`src/design/engine_fault_persistence_monitor_core_macros.svh`:
```
// Assertion macros shared by the engine fault monitor RTL.
`ifndef ENGINE_FAULT_PERSISTENCE_MONITOR_CORE_MACROS_SVH
`define ENGINE_FAULT_PERSISTENCE_MONITOR_CORE_MACROS_SVH

// Same-cycle implication, disabled while reset is asserted.
`define EFPM_ASSERT_IMPL(lbl, ck, rn, ante, cons) \
  lbl: assert property (@(posedge ck) disable iff (!(rn)) (ante) |-> (cons)) \
    else $error("engine fault monitor: implication check failed");

// Next-cycle implication, disabled while reset is asserted.
`define EFPM_ASSERT_NEXT(lbl, ck, rn, ante, cons) \
  lbl: assert property (@(posedge ck) disable iff (!(rn)) (ante) |=> (cons)) \
    else $error("engine fault monitor: next-cycle check failed");

`endif

```
`src/design/efpm_pkg.sv`:
```
// Shared constants and codes for the engine fault persistence monitor.
package efpm_pkg;

  localparam int unsigned COUNT_CEILING_DEF = 1000000;
  localparam int unsigned CNT_W = 20;

  localparam int unsigned OVER_TEMP_W  = 11;
  localparam int unsigned LOW_OIL_W    = 10;
  localparam int unsigned HIGH_RPM_W   = 14;
  localparam int unsigned HIGH_TEMP_W  = 12;
  localparam int unsigned PERSIST_W    = 20;

  localparam int unsigned IN_DATA_W  = 56;
  localparam int unsigned OUT_DATA_W = 8;
  localparam int unsigned CFG_ADDR_W = 5;
  localparam int unsigned CFG_DATA_W = 32;

  localparam logic [OVER_TEMP_W-1:0]        OVER_TEMP_RST  = 11'd1100;
  localparam logic [LOW_OIL_W-1:0]          LOW_OIL_RST    = 10'd100;
  localparam logic [HIGH_RPM_W-1:0]         HIGH_RPM_RST   = 14'd6000;
  localparam logic signed [HIGH_TEMP_W-1:0] HIGH_TEMP_RST  = 12'sd950;
  localparam logic [PERSIST_W-1:0]          TEMP_PERS_RST  = 20'd3;
  localparam logic [PERSIST_W-1:0]          OIL_PERS_RST   = 20'd3;
  localparam logic [PERSIST_W-1:0]          COMB_PERS_RST  = 20'd5;

  localparam logic [2:0] REG_OVER_TEMP  = 3'd0;
  localparam logic [2:0] REG_LOW_OIL    = 3'd1;
  localparam logic [2:0] REG_HIGH_RPM   = 3'd2;
  localparam logic [2:0] REG_HIGH_TEMP  = 3'd3;
  localparam logic [2:0] REG_TEMP_PERS  = 3'd4;
  localparam logic [2:0] REG_OIL_PERS   = 3'd5;
  localparam logic [2:0] REG_COMB_PERS  = 3'd6;

  localparam logic [2:0] MODE_INIT     = 3'd0;
  localparam logic [2:0] MODE_STARTING = 3'd1;
  localparam logic [2:0] MODE_RUNNING  = 3'd2;
  localparam logic [2:0] MODE_WARNING  = 3'd3;
  localparam logic [2:0] MODE_SHUTDOWN = 3'd4;

  localparam logic [1:0] RES_OK       = 2'd0;
  localparam logic [1:0] RES_WARNING  = 2'd1;
  localparam logic [1:0] RES_SHUTDOWN = 2'd2;

  typedef struct packed {
    logic [1:0] result_code;
    logic [2:0] mode_next;
    logic       shutdown_raised;
    logic       warning_raised;
  } result_t;

endpackage

```
`src/design/engine_fault_persistence_monitor_core.sv`:
```
// Engine fault persistence monitor: three persistence counters and the mode step.
// The counter update and compares form one registered pass, loaded as each item is accepted.
// Throughput: one item per cycle unless out_tready low holds a pending result.
// The output register frees in the same cycle it is taken, so input and output overlap.
// Reset (synchronous, active low) clears the counters and the output valid flag
// and restores every configuration register to its default value.
module engine_fault_persistence_monitor_core #(
  parameter int unsigned COUNT_CEILING = efpm_pkg::COUNT_CEILING_DEF
) (
  input  logic                             clk,
  input  logic                             rst_n,
  input  logic                             in_tvalid,
  output logic                             in_tready,
  // temp_tenths[15:0], oil_centibar[31:16], engine_rpm[47:32], running_flag[48],
  // mode_now[51:49], zero fill[55:52]
  input  logic [efpm_pkg::IN_DATA_W-1:0]   in_tdata,
  output logic                             out_tvalid,
  input  logic                             out_tready,
  // mode_next[2:0], result_code[4:3], shutdown_raised[5], warning_raised[6], zero fill[7]
  output logic [efpm_pkg::OUT_DATA_W-1:0]  out_tdata,
  input  logic                             cfg_psel,
  input  logic                             cfg_penable,
  input  logic                             cfg_pwrite,
  input  logic [efpm_pkg::CFG_ADDR_W-1:0]  cfg_paddr,
  input  logic [efpm_pkg::CFG_DATA_W-1:0]  cfg_pwdata,
  output logic [efpm_pkg::CFG_DATA_W-1:0]  cfg_prdata,
  output logic                             cfg_pready
);
  import efpm_pkg::*;

  `include "engine_fault_persistence_monitor_core_macros.svh"

  localparam logic [CNT_W-1:0] CEIL = CNT_W'(COUNT_CEILING);

  logic [OVER_TEMP_W-1:0]        over_temp_r;
  logic [LOW_OIL_W-1:0]          low_oil_r;
  logic [HIGH_RPM_W-1:0]         high_rpm_r;
  logic signed [HIGH_TEMP_W-1:0] high_temp_r;
  logic [PERSIST_W-1:0]          temp_pers_r;
  logic [PERSIST_W-1:0]          oil_pers_r;
  logic [PERSIST_W-1:0]          comb_pers_r;

  logic [CNT_W-1:0] temp_cnt_r, temp_cnt_nxt;
  logic [CNT_W-1:0] oil_cnt_r, oil_cnt_nxt;
  logic [CNT_W-1:0] comb_cnt_r, comb_cnt_nxt;

  logic    out_valid_r;
  result_t res_r, res_nxt;

  logic        cfg_wr;
  logic [2:0]  cfg_idx;
  logic        in_acc;

  logic signed [15:0] temp;
  logic [15:0]        oil;
  logic [15:0]        rpm;
  logic               running;
  logic [2:0]         mode_in;
  logic               temp_cond, oil_cond, comb_cond;
  logic               shutdown, warning;
  logic [2:0]         mode_out;

  function automatic logic [CNT_W-1:0] persist_next(input logic cond,
                                                    input logic [CNT_W-1:0] cnt);
    logic [CNT_W-1:0] r;
    if (!cond) begin
      r = '0;
    end else if (cnt < CEIL) begin
      r = cnt + CNT_W'(1);
    end else begin
      r = cnt;
    end
    return r;
  endfunction

  assign cfg_pready = 1'b1;
  assign cfg_wr     = cfg_psel && cfg_penable && cfg_pwrite && cfg_pready;
  assign cfg_idx    = cfg_paddr[4:2];

  always_ff @(posedge clk) begin
    if (!rst_n) begin
      over_temp_r <= OVER_TEMP_RST;
      low_oil_r   <= LOW_OIL_RST;
      high_rpm_r  <= HIGH_RPM_RST;
      high_temp_r <= HIGH_TEMP_RST;
      temp_pers_r <= TEMP_PERS_RST;
      oil_pers_r  <= OIL_PERS_RST;
      comb_pers_r <= COMB_PERS_RST;
    end else if (cfg_wr) begin
      unique case (cfg_idx)
        REG_OVER_TEMP: over_temp_r <= cfg_pwdata[OVER_TEMP_W-1:0];
        REG_LOW_OIL:   low_oil_r   <= cfg_pwdata[LOW_OIL_W-1:0];
        REG_HIGH_RPM:  high_rpm_r  <= cfg_pwdata[HIGH_RPM_W-1:0];
        REG_HIGH_TEMP: high_temp_r <= $signed(cfg_pwdata[HIGH_TEMP_W-1:0]);
        REG_TEMP_PERS: temp_pers_r <= cfg_pwdata[PERSIST_W-1:0];
        REG_OIL_PERS:  oil_pers_r  <= cfg_pwdata[PERSIST_W-1:0];
        REG_COMB_PERS: comb_pers_r <= cfg_pwdata[PERSIST_W-1:0];
        default: begin
        end
      endcase
    end
  end

  always_comb begin
    unique case (cfg_idx)
      REG_OVER_TEMP: cfg_prdata = CFG_DATA_W'(over_temp_r);
      REG_LOW_OIL:   cfg_prdata = CFG_DATA_W'(low_oil_r);
      REG_HIGH_RPM:  cfg_prdata = CFG_DATA_W'(high_rpm_r);
      REG_HIGH_TEMP: cfg_prdata = CFG_DATA_W'($unsigned(high_temp_r));
      REG_TEMP_PERS: cfg_prdata = CFG_DATA_W'(temp_pers_r);
      REG_OIL_PERS:  cfg_prdata = CFG_DATA_W'(oil_pers_r);
      REG_COMB_PERS: cfg_prdata = CFG_DATA_W'(comb_pers_r);
      default:       cfg_prdata = '0;
    endcase
  end

  assign in_tready = !out_valid_r || out_tready;
  assign in_acc    = in_tvalid && in_tready;

  assign temp    = $signed(in_tdata[15:0]);
  assign oil     = in_tdata[31:16];
  assign rpm     = in_tdata[47:32];
  assign running = in_tdata[48];
  assign mode_in = in_tdata[51:49];

  assign temp_cond = temp > $signed({5'b0, over_temp_r});
  assign oil_cond  = oil < {6'b0, low_oil_r};
  assign comb_cond = (rpm >= {2'b0, high_rpm_r}) &&
                     (temp >= $signed({{4{high_temp_r[HIGH_TEMP_W-1]}}, high_temp_r}));

  assign temp_cnt_nxt = persist_next(temp_cond, temp_cnt_r);
  assign oil_cnt_nxt  = persist_next(oil_cond, oil_cnt_r);
  assign comb_cnt_nxt = persist_next(comb_cond, comb_cnt_r);

  assign shutdown = (temp_cnt_nxt >= temp_pers_r) || (oil_cnt_nxt >= oil_pers_r);
  assign warning  = comb_cnt_nxt >= comb_pers_r;

  always_comb begin
    case (mode_in)
      MODE_INIT:     mode_out = running ? MODE_STARTING : MODE_INIT;
      MODE_RUNNING:  mode_out = (shutdown || warning) ? MODE_WARNING : MODE_RUNNING;
      MODE_WARNING:  mode_out = shutdown ? MODE_SHUTDOWN : MODE_WARNING;
      default:       mode_out = mode_in;
    endcase
  end

  always_comb begin
    res_nxt.mode_next       = mode_out;
    res_nxt.shutdown_raised = shutdown;
    res_nxt.warning_raised  = warning;
    case (mode_out)
      MODE_WARNING:  res_nxt.result_code = RES_WARNING;
      MODE_SHUTDOWN: res_nxt.result_code = RES_SHUTDOWN;
      default:       res_nxt.result_code = RES_OK;
    endcase
  end

  always_ff @(posedge clk) begin
    if (!rst_n) begin
      temp_cnt_r  <= '0;
      oil_cnt_r   <= '0;
      comb_cnt_r  <= '0;
      out_valid_r <= 1'b0;
    end else begin
      if (in_acc) begin
        temp_cnt_r  <= temp_cnt_nxt;
        oil_cnt_r   <= oil_cnt_nxt;
        comb_cnt_r  <= comb_cnt_nxt;
        out_valid_r <= 1'b1;
      end else if (out_tready) begin
        out_valid_r <= 1'b0;
      end
    end
  end

  always_ff @(posedge clk) begin
    if (in_acc) begin
      res_r <= res_nxt;
    end
  end

  assign out_tvalid = out_valid_r;
  assign out_tdata  = {1'b0, res_r.warning_raised, res_r.shutdown_raised,
                       res_r.result_code, res_r.mode_next};

  `EFPM_ASSERT_IMPL(a_cnt_ceiling, clk, rst_n, 1'b1,
                    (temp_cnt_r <= CEIL) && (oil_cnt_r <= CEIL) && (comb_cnt_r <= CEIL))
  `EFPM_ASSERT_NEXT(a_cnt_hold, clk, rst_n, !in_acc,
                    $stable(temp_cnt_r) && $stable(oil_cnt_r) && $stable(comb_cnt_r))
  `EFPM_ASSERT_IMPL(a_ready_when_empty, clk, rst_n, !out_valid_r, in_tready)
  `EFPM_ASSERT_NEXT(a_valid_after_accept, clk, rst_n, in_acc, out_valid_r)

endmodule

```
`config.mk`:
```
export PLATFORM = sky130hd
export DESIGN_NAME = engine_fault_persistence_monitor_core
export DESIGN_NICKNAME = d
export VERILOG_FILES = /design/src/design/efpm_pkg.sv /design/src/design/engine_fault_persistence_monitor_core.sv
export VERILOG_INCLUDE_DIRS = /design/src /design/src/design
export SDC_FILE = /design/constraint.sdc
export NUM_CORES = 1
export LEC_CHECK = 0
export BUFFER_PORTS_ARGS = -buffer_cell sky130_fd_sc_hd__buf_2
export CAP_MARGIN = 20
export CORE_MARGIN = 3
export CORE_UTILIZATION = 60
export CTS_CLUSTER_SIZE = 25
export DETAILED_ROUTE_END_ITERATION = 8
export PLACE_DENSITY_LB_ADDON = 0.1
export SLEW_MARGIN = 20
export SYNTH_ARGS = -nofsm -noshare
export SYNTH_HDL_FRONTEND = slang
export SYNTH_SLANG_ARGS = --single-unit
```
`constraint.sdc`:
```
create_clock -name clk -period 5.2 [get_ports clk]
set_input_delay 0.78 -clock clk [delete_from_list [all_inputs] [get_ports clk]]
set_output_delay 0.78 -clock clk [all_outputs]
set_load 0.05 [all_outputs]
```
* After elaboration in Yosys (flattened, before gate mapping) *
Cells that the tools add are included.

storage, ports and cells
  bits in registers = 175
  latch bits = 0
  RAM bits = 0
  memory bits (read-only) = 0
  input bits = 100
  logic and storage cells = 70
  memories kept = 0

cells by class
  add/subtract/negate cells = 3
  multipliers = 0
  divide/modulo/power cells = 0
  magnitude comparators = 10
  equal/unequal tests = 10
  shift-type cells = 0
  multiplexer cells = 14
  bitwise logic cells = 0
  reductions and logical operators = 18

operator list
  cell                     count
  $pmux W20 S7             1
  $mux W20                 6
  $add A20 B1 Y20 const B  3
  $ge A20 B20 Y1           3
  $lt A20 B20 Y1 const B   3
  $ge A16 B12 Y1           1
  $ge A16 B14 Y1           1
  $gt A16 B12 Y1           1
  $lt A16 B10 Y1           1
  $eq A3 B2 Y1 const B     5
  $reduce_and A2 Y1        7
  $eq A3 B3 Y1 const B     4
  $pmux W3 S3              1
  $logic_not A3 Y1         2
  $logic_and A1 B1 Y1      4
  $mux W1                  4
  $pmux W2 S2              1
  $eq A3 B1 Y1 const B     1
  $logic_or A1 B1 Y1       3
  $mux W3                  1
  $reduce_bool A2 Y1       1
  $logic_not A1 Y1         1

* Logic depth before layout (Yosys ltp) *
Gate-level depths: netlist of run 1.

  depth in word-level cells = 10
  gate-level depth with buffers = 18
  mapped depth without buffers = 17

* Least setup slack after synthesis of run 1 *
Ideal clock, no wire load.

  path type = input port to flip-flop
  start point = input in_tdata[0] in the netlist's numbering
  end point = register res_r (netlist bit out_tdata[0]), data pin
  arrival time = 4167 ps
  required time = 4942 ps
  setup slack = 775 ps
  stages on the path = 18
  cell sequence = inv_1 -> ha_1 -> nand2b_1 -> a21o_1 -> a211oi_1 -> o2111a_1 -> o21ai_1 -> nand2_1 -> clkbuf_1 -> nor2_1 -> ha_1 -> nand2_1 -> o21ai_0 -> a2111oi_0 -> o41ai_1 -> a31o_2 -> or3b_1 -> o221a_1

RTL lines
  item                  RTL line                                      text
  from (decl)           engine_fault_persistence_monitor_core.sv:16   input logic [efpm_pkg::IN_DATA_W-1:0] in_tdata,
  to (signal assigned)  engine_fault_persistence_monitor_core.sv:178  res_r <= res_nxt;
  to (decl)             engine_fault_persistence_monitor_core.sv:48   result_t res_r, res_nxt;

* Worst setup path after layout of run 1 *
  start point = input in_tdata[9] in the netlist's numbering
  end point = register res_r (netlist bit out_tdata[0]), data pin

on the way
  longest elaborated chain between the ends = 7
  elaborated cells on any way between the ends = 12
  classes of those cells = order compare: 4; mux: 5; reduce/logical: 3

RTL lines
  item                  RTL line                                      text
  $gt A16 B12 Y1 *      engine_fault_persistence_monitor_core.sv:126  assign temp_cond = temp > $signed({5'b0, over_temp_r});
  $mux W20 *            engine_fault_persistence_monitor_core.sv:66   if (!cond) begin
  via temp_cnt_nxt[10]  engine_fault_persistence_monitor_core.sv:43   logic [CNT_W-1:0] temp_cnt_r, temp_cnt_nxt;
  $ge A20 B20 Y1 *      engine_fault_persistence_monitor_core.sv:135  assign shutdown = (temp_cnt_nxt >= temp_pers_r) || (oil_cnt_nxt >= oil_pers_r);
  $logic_or A1 B1 Y1 *  engine_fault_persistence_monitor_core.sv:135
  $logic_or A1 B1 Y1    engine_fault_persistence_monitor_core.sv:141  MODE_RUNNING: mode_out = (shutdown || warning) ? MODE_WARNING : MODE_RUNNING;
  $mux W1               engine_fault_persistence_monitor_core.sv:141
  $pmux W3 S3 *         engine_fault_persistence_monitor_core.sv:139  case (mode_in)
  via mode_out[0]       engine_fault_persistence_monitor_core.sv:61   logic [2:0] mode_out;

Mark *: on every way through the listed nets, which the timed path passes. The rest lies on a longest branch.
A chain may end at the register's enable or synchronous reset.

==> results of run 1 <==
cells by family (layout without fill, tap and decap cells):
logic type | after synthesis | count (layout) | share of synthesized area
simple gates | 590 | 590 | 0.223
compound gates | 414 | 414 | 0.236
buf+inv | 213 | 283 | 0.0744
flops | 175 | 175 | 0.299
fa+ha+maj | 113 | 113 | 0.118
xor+xnor | 41 | 41 | 0.0300
mux | 20 | 20 | 0.0188
other cells | 2 | 14 | 0.000628
placed cells by master (no fill, tap or decap), types with 10 or more instances in the layout:
cell	count
sky130_fd_sc_hd__dfxtp_1	168
sky130_fd_sc_hd__o21ai_0	61
sky130_fd_sc_hd__nor2_1	101
sky130_fd_sc_hd__a21oi_1	82
sky130_fd_sc_hd__inv_1	117
sky130_fd_sc_hd__a21o_1	16
sky130_fd_sc_hd__nand4_1	33
sky130_fd_sc_hd__o31ai_1	12
sky130_fd_sc_hd__conb_1	14
sky130_fd_sc_hd__a22oi_1	10
sky130_fd_sc_hd__mux2i_1	18
sky130_fd_sc_hd__a31oi_1	19
sky130_fd_sc_hd__nand3_1	37
sky130_fd_sc_hd__nor3_1	15
sky130_fd_sc_hd__o211ai_1	41
sky130_fd_sc_hd__buf_2	109
sky130_fd_sc_hd__and3_1	22
sky130_fd_sc_hd__and4_1	11
sky130_fd_sc_hd__buf_4	27
sky130_fd_sc_hd__xor2_1	28
sky130_fd_sc_hd__clkbuf_16	17
sky130_fd_sc_hd__nand2b_1	18
sky130_fd_sc_hd__nand2_1	304
sky130_fd_sc_hd__ha_1	113
sky130_fd_sc_hd__a21boi_0	86
sky130_fd_sc_hd__and2_1	11
sky130_fd_sc_hd__xnor2_1	13
through the flow:
stage          hold slack, ns  cell area, µm²  setup slack [ns]
5_1_grt                 0.498           13200             0.319
6_report                0.470           13200             0.589
2_1_floorplan           0.443           12000             0.775
3_5_place_dp            0.459           12600             0.244
4_1_cts                 0.468           13200             0.633
3_3_place_gp            0.452           12600             0.294
sequential cells by signal, indices dropped and copies added, names as in the netlist:
| register | flops |
|---|---|
| low_oil_r | 10 |
| over_temp_r | 11 |
| out_tdata | 7 |
| oil_pers_r | 20 |
| oil_cnt_r | 20 |
| comb_cnt_r | 20 |
| comb_pers_r | 20 |
| out_tvalid | 1 |
| high_rpm_r | 14 |
| high_temp_r | 12 |
| temp_cnt_r | 20 |
| temp_pers_r | 20 |
power groups by stage:
| stage | sequential (W) | clock, W | combinational (W) |
|---|---|---|---|
| global placement | 0.00140 | 0 | 0.000347 |
| global route | 0.00137 | 0.00138 | 0.000388 |
| detailed placement | 0.00140 | 0 | 0.000353 |
| CTS | 0.00137 | 0.00134 | 0.000354 |
| floorplan | 0.00141 | 0 | 0.000219 |
| finish | 0.00137 | 0.00133 | 0.000360 |
layer usage:
layer  wire, µm  global-route usage
met3       2830              0.0561
met4       1030               0.106
met2      16000               0.512
met5          0                   0
met1      15100               0.439
worst min-delay path, cell delays in order (launching register included):
cell and delay, ns:
sky130_fd_sc_hd__dfxtp_1 0.31, sky130_fd_sc_hd__nand2_1 0.05, sky130_fd_sc_hd__a21boi_0 0.06
how the worst max path moves through the flow:
stage	start	depth (start not counted)	end	slack [ns]
2_1_floorplan	in_tdata[0]	18	out_tdata[0]$_DFFE_PP_	0.77
4_1_cts	high_temp_r[11]$_SDFFE_PN0P_	18	out_tdata[0]$_DFFE_PP_	0.63
6_report	in_tdata[9]	16	out_tdata[0]$_DFFE_PP_	0.59
3_3_place_gp	in_tdata[9]	16	out_tdata[0]$_DFFE_PP_	0.29
5_1_grt	in_tdata[17]	15	out_tdata[0]$_DFFE_PP_	0.32
3_5_place_dp	in_tdata[9]	16	out_tdata[0]$_DFFE_PP_	0.24
area by class of cell:
type	instances	share of cell area
clock buffer	19	0.0342
clock inverter	10	0.0105
sequential	175	0.270
inverter	118	0.0335
tap	265	0.0250
multi-input combinational	1192	0.570
timing repair buffer	136	0.0565
==> summary.md, run 1 <==
The cell type with the highest aggregate area in the netlist is sky130_fd_sc_hd__dfxtp_1. The total routing resource utilization after global routing is 0.319. Clock share of power: 0.435. The total overflow left after global routing is 0. The clock passes through at most 2 buffers. The startpoint identified for the worst register-to-register timing path is high_temp_r[11]$_SDFFE_PN0P_. The share of the clock period used by the worst path after layout works out to 0.887. The die height is 147 µm. The logs give 0 for the max-capacitance violation count and 0.117 for the combinational share of power. The proportion of netlist area held by the largest area contributor came out at 0.281.

The Yosys step of the flow raised 0 warnings. After detailed routing, the average wire length per cell comes to 18.3 µm. The final core utilization is 0.678, and the largest net degree at the start of global routing is 110. The most instantiated flip-flop cell in the synthesis netlist is sky130_fd_sc_hd__dfxtp_1.

For this design, the CTS-stage hold fixing added 0 buffers. After clock tree synthesis, the clock-pin slew on the worst setup and hold paths is 0.06 ns. The total area inside the core boundary comes to 19500 µm².

The synthesized design contains 175 register bits. The wire-length estimate of the detail-placed layout is 25.8 mm. The count of unresolved DRC violations after routing is 0, and the total die area is 21700 µm². In this run the critical register-to-register path is captured at out_tdata[0]$_DFFE_PP_.

The run gives 35.0 mm as the total wirelength of the detailed-routed design. The final weighted congestion in routability-driven placement was 0.939; the time the final worst path needs with I/O delays and setup was 4.61 ns. The worst hold path cell count was 2; the violation count after the first detailed-routing iteration was 1076. The number of nets in the final layout was 1853; the mapped cell area was 12000 µm². The later pin in the worst-skew pair is clocked with a latency of 0.43 ns. For the number of fill cells in the layout, the log shows 1694. The detailed-route via count is 11606.

Counting the buffers created by CTS gives 17. The clock net in this run drives a total of 175 sinks. Endpoint arrival time on the critical path: 4.80 ns. The sum of buffers and inverters on the critical path was 2.

The final setup violation count is 0, and the transition at the pin with the smallest max-transition slack is 1.05 ns. The logs give 0.000819 W for the switching power summed over all nets and 0.613 for the effective utilization at floorplan. Pin placement for this block handled 143 I/O pins. The tools report the share of synthesized area occupied by flip-flops and latches as 0.299. The number of detailed-routing iterations run before antenna repair came out at 6. TritonCTS built the clock tree. Across all register-to-register paths, the minimum setup slack is 0.63 ns. The switching part of the total works out to 0.267. The first global-routing pass estimated 56.3 mm of wire.

The fraction of synthesis flops using an asynchronous set or reset pin was 0; the number of buffers inserted to repair setup after CTS was 0. The total power draw was 0.00306 W. Summed over all failing endpoints, the final setup total negative slack is 0 ns. Walking the worst path, the cells encountered are buf_2 -> ha_1 -> a21o_1 -> a21oi_1 -> o211ai_1 -> o221ai_4 -> buf_4 -> nor2_1 -> ha_1 -> a21oi_1 -> nand2_1 -> a221oi_1 -> a21oi_1 -> nor4_1 -> or3b_1 -> o221a_1. Across the whole layout, storage elements account for 3570 µm². The floorplan row count is 51. The internal portion of total power was 0.00225 W; the total number of H-tree levels was 4. Summed over all cells, the static leakage comes to 5.40 nW.

The per-cell via count in the routed design works out to 6.06. The ratio of total power to cell area was 231 nW/µm². The critical hold path startpoint is high_rpm_r[11]$_SDFFE_PN0P_. Setup repair after global routing left no endpoint under its margin.

The final count of hold timing violations is 0. The die is 147 µm wide. The number of synthesized flops with an enable pin is 7. The run gives 210 µV as the peak supply drop. For the number of antenna violations at the first check in global routing, the log shows 0. The flow ran to the end, and the final reports show no timing, DRC or antenna violations. At the worst endpoint, the required time is 5.39 ns.

The logs give 0.217 GHz for the maximum clock rate and 10847 for the number of global-route vias before repair. The tools report the number of nets with antenna violations after detailed routing as 0. The critical-path maximum fanout was 17. Sorting the synthesized cells by how often they occur yields 304 x sky130_fd_sc_hd__nand2_1, 168 x sky130_fd_sc_hd__dfxtp_1, 117 x sky130_fd_sc_hd__inv_1.

The max-slew violation count was 0; the signed area change from the synthesized netlist to the final layout was 10.7%. Mean instance size in the synthesized netlist: 7.63 µm². The path class of the tightest hold or removal check is register to register. On the final layout, the worst clock skew is 0.00983 ns. The part of the power in registers came out at 0.448. STA classifies the critical path endpoint as a register.

For hold timing, the worst endpoint is high_rpm_r[11]$_SDFFE_PN0P_. In the final layout, the multi-input gates occupy 7550 µm². Counting stages on the worst path, the most repeated cell is sky130_fd_sc_hd__a21oi_1.

Yosys attributes the largest share of cell area to sky130_fd_sc_hd__dfxtp_1 28%, sky130_fd_sc_hd__ha_1 12%, sky130_fd_sc_hd__nand2_1 9.5%, sky130_fd_sc_hd__a21boi_0 5.4%, sky130_fd_sc_hd__inv_1 3.7%. Excluding fillers, the count of instances in the completed layout stands at 1915. The number of antenna diodes in the final layout is 0.

Synthesis instantiated 77 different standard cells from the library. The most numerous cell in the Yosys netlist was sky130_fd_sc_hd__nand2_1. The fraction of layout instances using a drive strength above 1 is 0.113. The post-cts gate resize count came out at 0. Grouping stages by cell kind, the critical path spends the most delay in compound AO/OA/AOI/OAI gates.

The length in cells of the worst reg-to-reg path was 19. Input and output buffers added on the ports amount to 110. The tools report the gate count after technology mapping as 1568. The cell with the largest stage delay on the worst path was sky130_fd_sc_hd__o221ai_4. The critical path is of the input port to register type. Counting tap cells, the placed design contains a total of 1886 instances. In this run the clock root is driven by a sky130_fd_sc_hd__clkbuf_16. The worst-case headroom to the max-slew limit was 0.297; the longest individual stage delay on the worst path was 0.50 ns.

The worst setup path is launched from an input port.
(Power assumes the default switching activity.)
==> run 2, diff against run 1 <==
CTS_CLUSTER_DIAMETER = 50   (was default)
PLACE_DENSITY = 0.82   (was default)
PLACE_DENSITY_LB_ADDON = default   (was 0.1)
==> summary.md, run 2 (synthesis results as in run 1) <==
The sink count of the clock tree was 175. The startpoint of the most critical register-to-register path is high_temp_r[11]$_SDFFE_PN0P_. The number of global-route vias before repair was 10974.

Startpoint-to-endpoint class of the critical path: register to register. In this run, post-CTS hold repair placed 0 buffers. The largest individual stage delay along the critical path comes from the cell sky130_fd_sc_hd__a2111oi_0. The number of nets in the final layout is 1849. The signal on the critical path passes through inv_1 -> ha_1 -> and3_1 -> and4_1 -> o211ai_1 -> o2111a_1 -> o21ai_1 -> buf_4 -> nand2_1 -> a21oi_1 -> ha_1 -> a21oi_1 -> o21ai_0 -> a2111oi_0 -> o41ai_1 -> a31o_2 -> or3b_1 -> o221a_1.

After routing the design area is 13200 µm². After layout, the design draws a total of 0.00306 W. The logs give 34.5 mm for the total wirelength of the detailed-routed design and 0 for the final antenna diode count. The startpoint identified for the worst hold timing path is temp_pers_r[10]$_SDFFE_PN0P_.

In this run the standard cell core region covers 19500 µm². In the layout the commonest cells are 304 x sky130_fd_sc_hd__nand2_1, 168 x sky130_fd_sc_hd__dfxtp_1, 117 x sky130_fd_sc_hd__inv_1, 113 x sky130_fd_sc_hd__ha_1, 109 x sky130_fd_sc_hd__buf_2. The total I/O pin count was 143; the routed wire length per instance was 18.0 µm. Routability-driven placement finished with a final weighted congestion of 0.949. Once the clock tree was built, the resizer swapped 0 gates to a different size.

Setup slack closes at 0.555 ns. CTS built an H-tree with a depth of 4. After routing, the total negative slack on setup checks comes to 0 ns. For the CTS buffer count, the log shows 17.

The number of buffers inserted to repair setup after CTS is 0, and the latest clock arrival within the worst-skew pair is 0.44 ns. The sum of buffers and inverters on the critical path works out to 2. Critical-path maximum fanout: 5. The run finished with clean final reports.

Across the routed clock network, the largest skew measured is 0.0110 ns. The fraction of layout instances using a drive strength above 1 is 0.113. The run gives 51 as the floorplan row count. The leakage power of the design is 5.39 nW. Data arrives at the worst endpoint at 4.83 ns.

After clock tree synthesis, the clock-pin slew on the worst setup and hold paths is 0.07 ns. In this run the clock root is driven by a sky130_fd_sc_hd__clkbuf_16. Before CTS, the worst setup slack after placement is 0.187 ns.

The tools report the worst-case headroom to the max-slew limit as 0.391. The start point of the critical path is high_temp_r[11]$_SDFFE_PN0P_. The library cell used most frequently in the layout, excluding fill and tap cells, is sky130_fd_sc_hd__nand2_1.

The transition at the pin with the smallest max-transition slack came out at 0.911 ns. The per-cell via count in the routed design was 6.18. In this design, the largest share of critical-path delay is due to compound AO/OA/AOI/OAI gates. The max-slew violation count came out at 0. The total overflow left after global routing is 0. The longest individual stage delay on the worst path came out at 0.42 ns.

STA classifies the critical path endpoint as a register. The count of nets left with antenna violations once routing finished came out at 0. The floorplan step set the die height to 147 µm.

The die covers 21700 µm². The endpoint required time on the critical path came out at 5.39 ns. The final setup violation count was 0; the number of non-filler instances in the completed layout was 1914. The signed area change from the synthesized netlist to the final layout is 10.5%, and the peak supply drop is 215 µV. The share of the clock period used by the worst path after layout is 0.893, and the count of unresolved DRC violations after routing is 0. The max-capacitance violation count is 0, and the maximum clock rate is 0.215 GHz. The first global-routing pass estimated 55.2 mm of wire.

The final route contains 11826 vias. For the deepest clock path buffer count, the log shows 2. The time the final worst path needs with I/O delays and setup is 4.65 ns, and the number of detailed-routing iterations run before antenna repair is 6.

The tools report the post-placement cell area as 12600 µm². The total routing resource utilization after global routing is 0.313. Setup repair after global routing left no endpoint under its margin. STA classifies the critical path startpoint as a register. The number of port buffers came out at 110. Measured along the x axis, the die boundary spans 147 µm. The detailed router finished its first iteration with 1305 violations.

For the final count of hold timing violations, the log shows 0. The tightest min-delay check is of the register to register type. The tools report the number of fill cells in the layout as 1622.

Effective utilization at floorplan: 0.613. In this run, placement finished with an instance count of 1882. The largest net degree at the start of global routing is 98. The HPWL after detailed placement is 25.4 mm. The ratio of total power to cell area was 231 nW/µm². TritonCTS built the clock tree. The number of antenna violations at the first check in global routing came out at 1.
==> run 2: cell types whose count changed in the layout (fill, tap and decap cells not counted), sizes merged <==
cell / delta
inv: +6
buf: -4
clkinvlp: -2
bufinv: -1
==> run 2: layer usage <==
metal / up-vias / wire length, µm / GRT usage
li1: 5633 / - / -
met1: 5456 / 14200 / 0.420
met2: 614 / 15500 / 0.500
met3: 123 / 3480 / 0.0617
met4: 0 / 1360 / 0.119
met5: - / 0 / 0
==> run 2: report_power, final <==
part           switching [W]  internal, W  total (W)
clock               0.000583     0.000745    0.00133
combinational       0.000249     0.000108   0.000357
sequential        0.00000979      0.00136    0.00137
==> run 2: through the flow <==
stage | util | hold slack [ns]
2_1_floorplan | - | 0.443
3_3_place_gp | 0.646 | 0.453
3_5_place_dp | 0.646 | 0.460
4_1_cts | 0.677 | 0.470
5_1_grt | 0.677 | 0.493
6_report | 0.677 | 0.469
==> run 2: worst reg2reg max path, delay by kind of cell, from the launching register on <==
| family | cells | cell delay (ns) |
|---|---|---|
| simple gates | 4 | 0.94 |
| buf+inv | 2 | 0.30 |
| fa+ha+maj | 2 | 0.62 |
| compound gates | 10 | 2.13 |
| flops | 1 | 0.38 |
==> run 2: cell type report <==
type,instances,area (µm²),share of cell area
Multi-Input combinational cell,1192,7550,0.571
Inverter,118,443,0.0335
Clock buffer,19,453,0.0343
Clock inverter,13,149,0.0113
Timing Repair Buffer,132,718,0.0543
Sequential cell,175,3570,0.270
Tap cell,265,332,0.0251
==> run 2: final timing paths <==
path | depth (start not counted) | end | slack (ns)
setup / recovery | 18 | out_tdata[0]$_DFFE_PP_ | 0.55
hold / removal | 2 | temp_pers_r[10]$_SDFFE_PN0P_ | 0.47
setup reg to reg | 18 | out_tdata[0]$_DFFE_PP_ | 0.55
hold reg to reg | 2 | temp_pers_r[10]$_SDFFE_PN0P_ | 0.47
